## config.mk

```make
export PLATFORM = sky130hd
export DESIGN_NAME = ssr_victim
export DESIGN_NICKNAME = d
export VERILOG_FILES = /design/src/sv/ssr_pkg.sv /design/src/sv/ssr_victim.sv
export SDC_FILE = /design/constraint.sdc
export NUM_CORES = 1
export LEC_CHECK = 0
export ABC_CLOCK_PERIOD_IN_PS = 8250
export BUFFER_PORTS_ARGS = -buffer_cell sky130_fd_sc_hd__buf_4
export CAP_MARGIN = 20
export CELL_PAD_IN_SITES_DETAIL_PLACEMENT = 0
export CELL_PAD_IN_SITES_GLOBAL_PLACEMENT = 2
export CORE_MARGIN = 1
export CORE_UTILIZATION = 25
export DETAILED_ROUTE_END_ITERATION = 16
export PLACE_DENSITY = 0.91
export SLEW_MARGIN = 15
export SYNTH_ARGS = -nofsm -noshare
export SYNTH_HDL_FRONTEND = slang
export SYNTH_SLANG_ARGS = --single-unit
```

## constraint.sdc

```tcl
create_clock -name vclk -period 8.25
set_clock_uncertainty 0.05 [all_clocks]
set_input_delay 0.4125 -clock vclk [all_inputs]
set_output_delay 0.4125 -clock vclk [all_outputs]
set_load 0.02 [all_outputs]
```

## src/sv/ssr_pkg.sv

```systemverilog
// Package: types, constants and helper functions of the SRRIP stream replacement block.
`default_nettype none
package ssr_pkg;

  localparam int NUM_SETS_DEF = 2048;
  localparam int NUM_WAYS_DEF = 16;
  localparam int SIG_BITS_DEF = 6;

  localparam int SET_IN_W  = 11;
  localparam int WAY_IN_W  = 4;
  localparam int ADDR_W    = 48;
  localparam int SIG_IN_W  = 6;
  localparam int RED_W     = 28;

  localparam logic [1:0] RRPV_MAX  = 2'd3;
  localparam logic [1:0] RRPV_NEAR = 2'd2;
  localparam logic [1:0] RRPV_HIT  = 2'd0;
  localparam logic [1:0] REUSE_THR = 2'd2;
  localparam logic [1:0] CTR_MAX   = 2'd3;
  localparam logic [1:0] LEVEL_MAX = 2'd2;
  localparam logic [ADDR_W:0] STRIDE = (ADDR_W+1)'(64);

  typedef enum logic [2:0] {
    ST_CLEAR,
    ST_IDLE,
    ST_RED,
    ST_READ,
    ST_VIC,
    ST_UPD,
    ST_DEC,
    ST_DONE
  } state_t;

  // number of shifted-divisor steps needed to reduce an 11-bit set index
  function automatic int set_steps(input int n);
    int c;
    c = 0;
    for (int k = 0; k < SET_IN_W; k++) begin
      if ((n << k) <= ((1 << SET_IN_W) - 1)) c++;
    end
    return c;
  endfunction

  // way index modulo n, four narrow compare/subtract steps
  function automatic logic [WAY_IN_W-1:0] way_mod(input logic [WAY_IN_W-1:0] w, input int n);
    logic [WAY_IN_W+1:0] v;
    v = {2'b00, w};
    for (int k = WAY_IN_W - 1; k >= 0; k--) begin
      if (int'(v) >= (n << k)) v = v - (WAY_IN_W+2)'(n << k);
    end
    return v[WAY_IN_W-1:0];
  endfunction

endpackage
`default_nettype wire

```

## src/sv/ssr_victim.sv

```systemverilog
// Victim selection: ages a set's re-reference row and picks the lowest way at max.
`default_nettype none
module ssr_victim #(
  parameter int NUM_WAYS = ssr_pkg::NUM_WAYS_DEF,
  parameter int WAY_W    = $clog2(NUM_WAYS)
) (
  input  logic [NUM_WAYS*2-1:0] row,
  output logic [NUM_WAYS*2-1:0] aged,
  output logic [WAY_W-1:0]      way
);

  logic       any3;
  logic       any2;
  logic       any1;
  logic [1:0] top;
  logic [1:0] age;

  always_comb begin
    any3 = 1'b0;
    any2 = 1'b0;
    any1 = 1'b0;
    for (int w = 0; w < NUM_WAYS; w++) begin
      any3 = any3 | (row[2*w +: 2] == ssr_pkg::RRPV_MAX);
      any2 = any2 | row[2*w+1];
      any1 = any1 | (row[2*w +: 2] != 2'd0);
    end
    top = any3 ? 2'd3 : (any2 ? 2'd2 : (any1 ? 2'd1 : 2'd0));
    age = ssr_pkg::RRPV_MAX - top;
    for (int w = 0; w < NUM_WAYS; w++) begin
      aged[2*w +: 2] = row[2*w +: 2] + age;
    end
    way = '0;
    for (int w = NUM_WAYS - 1; w >= 0; w--) begin
      if (aged[2*w +: 2] == ssr_pkg::RRPV_MAX) way = WAY_W'(w);
    end
  end

endmodule
`default_nettype wire

```

==> summary.txt, run 1 <==
Timing
  • Final worst path period share: around half
  • Tmin final: a little over 4000 ps
  • Worst slew pin tran: approximately 940 ps
  • Final hold viol count: 0
  • Post-route setup slack: 4130 ps
  • Final setup viols: 0
  • Setup TNS Final: 0 ps
  • Final slew viol count: 0
  • RSZ-0062 raised after global routing: no
  • Max Fclk: 242 MHz
  • Rel. slew slack: a little under two fifths

Placed design
  • Post-Place Worst Slack: 4210 ps
  • Placed inst area: approximately 1600 um^2
  • Dpl cells: 238
  • Final GP Congestion: ~0.92
  • Port bufs: around 70
  • Hpwl dp: 3470 um

Global route
  • Grt total ovfl: 0
  • Largest net degree at the start of global routing: 15
  • Vias in the first global route: 1,290
  • All-layer global routing usage: between 10% and 20%
  • Antenna violations before repair: 0
  • First-pass GRT wire length: 6450 um

Final layout
  • FFs & Latches: 0
  • FF/Latch Area: 0 um^2
  • Antenna diode count: 0
  • Finished Cell Area: about 1600 um^2
  • Nets@finish: between 200 and 250
  • Layout cells sized above 1: a little over two fifths
  • Area delta synth->final: 52.9%
  • Clock buffers: 0
  • Fin cells: about 240

Pwr
  • Cell internal pwr: between 0.00004 and 0.00005 W
  • Total power: roughly 0.0001 W
  • Flop pwr share: 0%
  • Switching portion of total power: roughly 55%
  • Clock Power Share: 0%
  • P_leak: just over 0.7 nW
  • Combinational fraction of design power: 100.0%
  • PD cells: about 61 nW/um^2
  • Sw power: 0.0000532 W
  • Max rail drop VDD: around 0.000025 V

Logic synthesis
  • Synth cell types: 41
  • Syn Inst Count: around 120
  • Syn avg cell area: slightly below 9 um^2
  • Syn_nets: 169
  • Syn Std Cell Area: ~1000 um^2
  • YS warnings: 0
  • Post-synthesis sequential area ratio: 0%

Route
  • DR pass1 iterations: 4
  • Routed length per instance: roughly 17 um
  • DRC viols: 0
  • Post-route ant nets: 0
  • Via count: between 1,000 and 1,500
  • Drt total wl: between 3000 and 4000 um
  • DRT iter0 DRCs: 49
  • DR vias/cell: 5.48

Floorplanning
  • Num rows: 23
  • Die height: 66.7 um
  • DIE AREA: 4450 um^2
  • Core ar.: ~4000 um^2
  • # IOs: 68
  • Initial Util: between 20% and 30%
  • Die X: roughly 67 um

Setup path
  • Kind of critical path: input port to primary output
  • Crit path DAT: about 3700 ps
  • Worst Path Required: 7790 ps
  • CP Capture Type: primary output
  • CP max FO: 11
  • Startpoint class of the critical path: input port

Worst hold path
  • Worst Hold End: aged[30]
  • Hold crit path type: input port to primary output
  • Hold depth: 3
  • Worst hold start: row[30]

Clocking
  • Post-CTS Repair Setup Buffers: 0
  • Cts hold-fix bufs: 0
  • Post-CTS sizing: 0

Run status
  • Status: complete, no violations

Flow run
  • Max capacitance violation total: 0
[final cells by class]
class | instances | area (um^2)
Fill cell | 423 | 2400
Inverter | 5 | 18.8
Multi-Input combinational cell | 114 | 1000
Tap cell | 50 | 62.6
Timing Repair Buffer | 69 | 518
[per-stage QoR]
stage          hold slack [ps]  util, %
2_1_floorplan             1010        -
3_3_place_gp              1180     40.0
3_5_place_dp              1180     40.0
4_1_cts                   1180     40.0
5_1_grt                   1200     40.0
6_report                  1180     40.0
[worst max-delay path by stage]
stage          startpoint     end  slack (ps)  cells after the start
2_1_floorplan     row[26]  way[3]        4240                      9
3_3_place_gp      row[21]  way[3]        4280                     14
3_5_place_dp      row[21]  way[0]        4210                     14
4_1_cts           row[21]  way[0]        4190                     14
5_1_grt           row[21]  way[0]        3930                     14
6_report          row[21]  way[0]        4130                     14
[power by group through the flow]
stage	Combinational [W]	Clock, W	Sequential, W
detailed placement	0.0000965	0	0
finish	0.0000971	0	0
global route	0.000104	0	0
floorplan	0.0000525	0	0
global placement	0.0000970	0	0
CTS	0.0000971	0	0
[Yosys cell counts, drive strengths merged, types with 2 or more instances]
library cell / n / area [um^2]
a21boi: 2 / 18.8
a21oi: 2 / 13.8
a221oi: 2 / 23.8
a22o: 3 / 26.3
a22oi: 12 / 95.1
a41oi: 4 / 35.0
and2: 3 / 18.8
buf: 2 / 27.5
ha: 16 / 200
inv: 5 / 18.8
mux2i: 3 / 30.0
nand2: 6 / 22.5
nand4: 3 / 18.8
nor2: 3 / 11.3
nor4: 8 / 75.1
o21ai: 3 / 15.0
xnor2: 25 / 241
xor2: 4 / 35.0
[cell families (layout without fill, tap and decap cells)]
logic type / after synthesis / after routing / share of synthesized area (%)
buf+inv: 7 / 74 / 4.43
xor+xnor: 29 / 29 / 26.4
simple gates: 27 / 27 / 16.4
fa+ha+maj: 16 / 16 / 19.1
compound gates: 38 / 38 / 29.7
mux: 4 / 4 / 3.95
[critical path, stage by stage]
cell	delay [ps]
buf_4	130
nor4_2	480
nand4_1	370
a41oi_1	270
nor3_1	150
buf_4	220
ha_1	200
xor2_1	170
and2_1	180
mux2_2	270
a221oi_1	270
o21ai_1	140
o22ai_1	200
buf_4	180
[layout by cell type (no fill, tap or decap), types with 2 or more instances in the layout]
cell	netlist	final
a22o_1	3	3
a22oi_1	11	11
a41oi_1	4	4
and2_1	3	3
buf_4	1	69
ha_1	16	16
inv_1	5	5
mux2i_1	3	3
nand2_1	6	6
nand4_1	3	3
nor2_1	3	3
nor4_1	4	4
nor4_2	4	4
o21ai_0	2	2
xnor2_1	22	22
xnor2_2	3	3
xor2_1	4	4
[per-layer routing]
metal  wire (um)  track usage (%)  share of wire (%)  up-vias
met3         264             1.03                6.6        6
met4          72             3.72                1.8        0
li1            -                -                  -      628
met2        1950             32.6                 49       66
met5           0                0                  0        -
met1        1710             24.8                 43      604
Note: power is estimated with default switching activity, not from simulation.
==> run 2: changes to the inputs <==
ABC_CLOCK_PERIOD_IN_PS = 4100   (was 8250)
CORE_UTILIZATION = 24   (was 25)
PLACE_DENSITY = 0.88   (was 0.91)
clock period = 4.1 ns   (was 8.25 ns; I/O delays follow)
==> run 2 against run 1 <==
Effect of this change:
- non-clock buffer count is 3 higher
- count of clock-buffer cells in the layout unchanged
- flip-flop and latch count stayed put
- power grew 100%
- critical path depth fell by 1
- final cell count is 1.3% higher
- via count grew 0.15%
- first-iteration DRC count decreased by 8.2%
- routed wire length increased by 3.8%
- combinational power increased by 100%
- critical path type unchanged
- critical endpoint unchanged
- largest power group unchanged
==> summary.txt, run 2 (synthesis gave the netlist of run 1 again) <==
Run status
  • Status: complete, no violations

Route
  • Drt total wl: 4150 um (+3.8%)
  • DRC viols: 0 (unchanged)
  • Post-route ant nets: 0 (unchanged)
  • Via count: 1,306 (+0.15%)
  • DR vias/cell: 5.42 (-1.1%)
  • DR pass1 iterations: 4 (unchanged)
  • DRT iter0 DRCs: 45 (-8.2%)
  • Routed length per instance: 17.2 um (+2.5%)

Timing
  • Rel. slew slack: 33.5% (-4.1 points)
  • Worst slew pin tran: 990 ps (+54.4 ps)
  • Setup TNS Final: 0 ps (unchanged)
  • Final hold viol count: 0 (unchanged)
  • Max Fclk: 267 MHz
  • Tmin final: 3750 ps
  • Final worst path period share: between 90% and 100%
  • Final slew viol count: 0 (unchanged)
  • Final setup viols: 0 (unchanged)
  • RSZ-0062 raised after global routing: no

Flow run
  • Max capacitance violation total: 0 (unchanged)

Final layout
  • Nets@finish: 241 (+1.3%)
  • Final core occ: 39.7% (-0.29 points)
  • Area delta synth->final: 55.0%
  • Layout cells sized above 1: 44.5% (+0.89 points)
  • FFs & Latches: 0 (unchanged)
  • Most common cell after layout, fill and taps aside: buf_4
  • FF/Latch Area: 0 um^2 (unchanged)
  • Clock buffers: 0 (unchanged)
  • Most frequent cells in the layout: 72 x buf_4, 22 x xnor2_1, 16 x ha_1
  • Antenna diode count: 0 (unchanged)

Global route
  • Largest net degree at the start of global routing: 12 (-3)
  • Grt total ovfl: 0 (unchanged)
  • All-layer global routing usage: 18.7% (+0.13 points)
  • Antenna violations before repair: 0 (unchanged)
  • First-pass GRT wire length: 6620 um (+2.7%)
  • Vias in the first global route: 1,317 (+2.1%)

Setup path
  • Startpoint class of the critical path: input port
  • Worst Path Required: 3850 ps (-3940 ps)
  • CP max FO: 9 (-2)
  • Kind of critical path: input port to primary output
  • CP Capture Type: primary output
  • Crit path DAT: 3490 ps (-170 ps)

Pwr
  • Clock Power Share: 0% (unchanged)
  • Max rail drop VDD: 0.0000517 V (+110%)
  • Flop pwr share: 0% (unchanged)
  • Cell internal pwr: 0.0000887 W (+100%)
  • Switching portion of total power: 54.9% (+0.14 points)
  • Sw power: 0.000108 W (+100%)
  • PD cells: 121 nW/um^2 (+99%)
  • P_leak: 0.730 nW (+1.9%)
  • Combinational fraction of design power: 100.0% (about the same)

Floorplanning
  • # IOs: 68 (unchanged)
  • Initial Util: 25.6% (-0.55 points)
  • Die height: 68.0 um (+2.0%)
  • DIE AREA: 4630 um^2 (+4.0%)
  • Core ar.: 4090 um^2 (+2.2%)
  • Die X: 68.0 um (+2.0%)
  • Num rows: 23 (unchanged)

Clocking
  • Cts hold-fix bufs: 0 (unchanged)
  • Post-CTS Repair Setup Buffers: 0 (unchanged)
  • Post-CTS sizing: 0 (unchanged)

Worst hold path
  • Hold crit path type: input port to primary output

Placed design
  • Hpwl dp: 3560 um (+2.6%)
  • Final GP Congestion: 0.952 (+3.7%)
  • Port bufs: 68 (unchanged)
-- run 2: changes by cell type in the layout (fill, tap and decap cells not counted) --
cell   before  now
buf_4      69   72
-- run 2: through the flow --
step | worst slack (ps) | power, W | instance area (um^2) | hold slack, ps | instances
after global routing | 97.8 | 0.000211 | 1620 | 783 | 241
after floorplan | 503 | 0.000106 | 1050 | 594 | 121
after global placement | 321 | 0.000194 | 1610 | 771 | 239
after detailed placement | 316 | 0.000195 | 1610 | 769 | 239
final | 353 | 0.000196 | 1620 | 770 | 241
after CTS | 312 | 0.000196 | 1610 | 771 | 239
-- run 2: final timing paths --
check / slack (ps) / endpoint / depth (start not counted) / from
max: 350 / way[0] / 13 / row[20]
min: 770 / aged[18] / 3 / row[18]
-- run 2: power by group through the flow --
| stage | clock network (W) | registers [W] | logic [W] |
|---|---|---|---|
| finish | 0 | 0 | 0.000196 |
| global placement | 0 | 0 | 0.000194 |
| CTS | 0 | 0 | 0.000196 |
| detailed placement | 0 | 0 | 0.000195 |
| floorplan | 0 | 0 | 0.000106 |
| global route | 0 | 0 | 0.000211 |
-- run 2: metal layers --
metal	vias up	wire length (um)	part of all wire, %	track usage (%)
met5	-	0	0	0
met4	0	37	0.89	2.34
met3	2	291	7.0	1.33
met2	62	2000	48	32.8
met1	616	1820	44	25.3
li1	626	-	-	-
-- run 2: cell type report --
cell class | instances | area, um^2
timing repair buffer | 72 | 541
inverter | 5 | 18.8
tap | 50 | 62.6
fill | 439 | 2460
multi-input combinational | 114 | 1000
-- run 2: worst max-delay path, stage by stage --
cell	delay, ps
buf_4	130
nor4_1	340
a41oi_1	160
nor3_1	780
buf_4	330
ha_1	180
xor2_1	100
or2_2	290
mux2i_1	390
a221o_1	180
o21ai_1	60
o22ai_1	180
buf_4	180
==> run 3: changes to the inputs <==
==> constraint.sdc (replaced) <==
create_clock -name vclk -period 4.1
set_clock_uncertainty 0.05 [all_clocks]
set_input_delay 0.82 -clock vclk [all_inputs]
set_output_delay 0.82 -clock vclk [all_outputs]
set_load 0.02 [all_outputs]
==> run 3 against run 2 <==
Effect of this change:
- the flow now finishes with violations (negative setup slack)
- sequential share of layout area unchanged
- first-iteration DRC count up 36%
- combinational power up 62%
- critical endpoint unchanged
- non-clock buffer count up 65
- via count up 28%
==> summary.txt, run 3 (synthesis gave the netlist of run 1 again) <==
Final layout
  • Fin cells: 306 (+27%)
  • # fillers: 292 (-33%)
  • Nets@finish: 306 (+27%)
  • FFs & Latches: 0 (unchanged)
  • Layout cells sized above 1: 81.6% (+37 points)
  • Clock buffers: 0 (unchanged)
  • Most common cell after layout, fill and taps aside: buf_4
  • FF/Latch Area: 0 um^2 (unchanged)
  • Most frequent cells in the layout: 118 x buf_4, 17 x xnor2_2, 14 x buf_6
  • Area delta synth->final: 164%
  • Antenna diode count: 0 (unchanged)

Floorplanning
  • Initial Util: 25.6% (unchanged)
  • Core ar.: 4090 um^2 (unchanged)
  • # IOs: 68 (unchanged)
  • DIE AREA: 4630 um^2 (unchanged)
  • Die X: 68.0 um (unchanged)
  • Num rows: 23 (unchanged)
  • Die height: 68.0 um (unchanged)

Route
  • DR vias/cell: 5.45 (+0.53%)
  • DRT iter0 DRCs: 61 (+36%)
  • DR pass1 iterations: 4 (unchanged)
  • DRC viols: 0 (unchanged)
  • Drt total wl: 5910 um (+42%)
  • Routed length per instance: 19.3 um (+12%)
  • Post-route ant nets: 0 (unchanged)
  • Via count: 1,667 (+28%)

Placed design
  • Hpwl dp: 4000 um (+12%)
  • Port bufs: 68 (unchanged)
  • Final GP Congestion: 0.910 (-4.5%)
  • Dpl cells: 284 (+19%)

Pwr
  • Switching portion of total power: 48.8% (-6.1 points)
  • Clock Power Share: 0% (unchanged)
  • Max rail drop VDD: 0.0000626 V (+21%)
  • Cell internal pwr: 0.000163 W (+83%)
  • Total power: 0.000318 W (+62%)
  • P_leak: 1.20 nW (+65%)
  • Flop pwr share: 0% (unchanged)
  • Combinational fraction of design power: 100.0% (about the same)
  • Sw power: 0.000155 W (+44%)
  • PD cells: 115 nW/um^2 (-4.9%)

Timing
  • Worst slew pin tran: 510 ps (-480 ps)
  • Final hold viol count: 0 (unchanged)
  • Rel. slew slack: 65.8% (+32 points)
  • RSZ-0062 raised after global routing: yes
  • Final slew viol count: 0 (unchanged)
  • Post-route setup slack: -173 ps (-526 ps)
  • Final worst path period share: 104% (+13 points)
  • Max Fclk: 234 MHz (-12%)
  • Tmin final: 4270 ps (+526 ps)
  • Final setup viols: 4 (+4)

Setup path
  • Kind of critical path: input port to primary output
  • Startpoint class of the critical path: input port
  • Delay-heaviest family, CP: compound AO/OA/AOI/OAI gates
  • CP cell instances: buf_4 -> nor4_4 -> nand4_1 -> a41oi_2 -> nor3_4 -> buf_6 -> ha_4 -> inv_1 -> nor2_1 -> mux2i_1 -> a32o_2 -> a221oi_4 -> o22ai_2 -> buf_6
  • Slowest Stage Delay on Critical Path: 290 ps (-490 ps)
  • Slowest-stage cell, CP: a32o_2
  • Worst Path Required: 3230 ps (-620 ps)
  • CP max FO: 4 (-5)
  • WP buf/inv: 4 (+1)
  • Crit path DAT: 3400 ps (-90 ps)
  • Worst path most repeated cell: buf_6
  • CP Capture Type: primary output

Global route
  • M1 GR Usage: 27.4% (+2.1 points)
  • GR Layer Usage met3: 2.33% (+1.0 points)
  • GR met2 Demand/Resource: 46.0% (+13 points)
  • Largest net degree at the start of global routing: 15 (+3)
  • Grt total ovfl: 0 (unchanged)
  • First-pass GRT wire length: 8480 um (+28%)
  • All-layer global routing usage: 24.4% (+5.7 points)
  • Vias in the first global route: 1,732 (+32%)
  • Busiest grt layer: met2
  • Antenna violations before repair: 0 (unchanged)

Run status
  • Status: finished, violations left
  • Violated checks: negative setup slack

Flow run
  • Max capacitance violation total: 0 (unchanged)

Worst hold path
  • Hold crit path type: input port to primary output
[run 3: changes by cell type in the layout (fill, tap and decap cells not counted), sizes merged]
cell | previous run | this run
buf | 72 | 137
[run 3: layer usage]
metal  up-vias  part of all wire (%)
li1        757                     -
met3        20                   5.0
met2        70                    51
met1       820                    39
met5         -                     0
met4         0                   4.6
[run 3: path summary, 6_finish.rpt]
path	depth (start not counted)	from	end	slack (ps)
worst max-delay path	14	row[29]	way[0]	-170
worst min-delay path	3	row[20]	aged[20]	2000
[run 3: per-stage QoR]
step / hold slack, ps / util (%) / setup WS, ps / cell area, um^2 / setup TNS, ps
final: 2000 / 67.5 / -173 / 2760 / -376
after global routing: 2020 / 67.5 / -235 / 2760 / -793
after global placement: 2030 / 51.0 / -285 / 2080 / -937
after CTS: 2050 / 61.2 / -72.0 / 2500 / -118
after detailed placement: 2030 / 51.0 / -299 / 2080 / -998
after floorplan: 1800 / - / 2.30 / 1170 / 0
[run 3: cell type report]
cell class                 count  area (um^2)  share of cell area, %
inverter                       5         18.8                  0.681
tap                           50         62.6                   2.27
multi-input combinational    114         1550                   56.3
timing repair buffer         137         1120                   40.7
[run 3: power by group through the flow]
stage               clock network (W)  registers (W)  logic [W]
global route                        0              0   0.000333
CTS                                 0              0   0.000279
global placement                    0              0   0.000242
detailed placement                  0              0   0.000244
floorplan                           0              0   0.000116
finish                              0              0   0.000318
[run 3: worst min-delay path, stage by stage]
cell	delay, ps
buf_4	130
ha_4	150
buf_4	130
[run 3: repair_timing]
action,4_1_cts,5_1_grt
gates cloned,0,0
hold buffers,0,0
buffers inserted,17,7
endpoints found under the setup margin,4,4
gates resized for setup,52,41
pin swaps,24,33
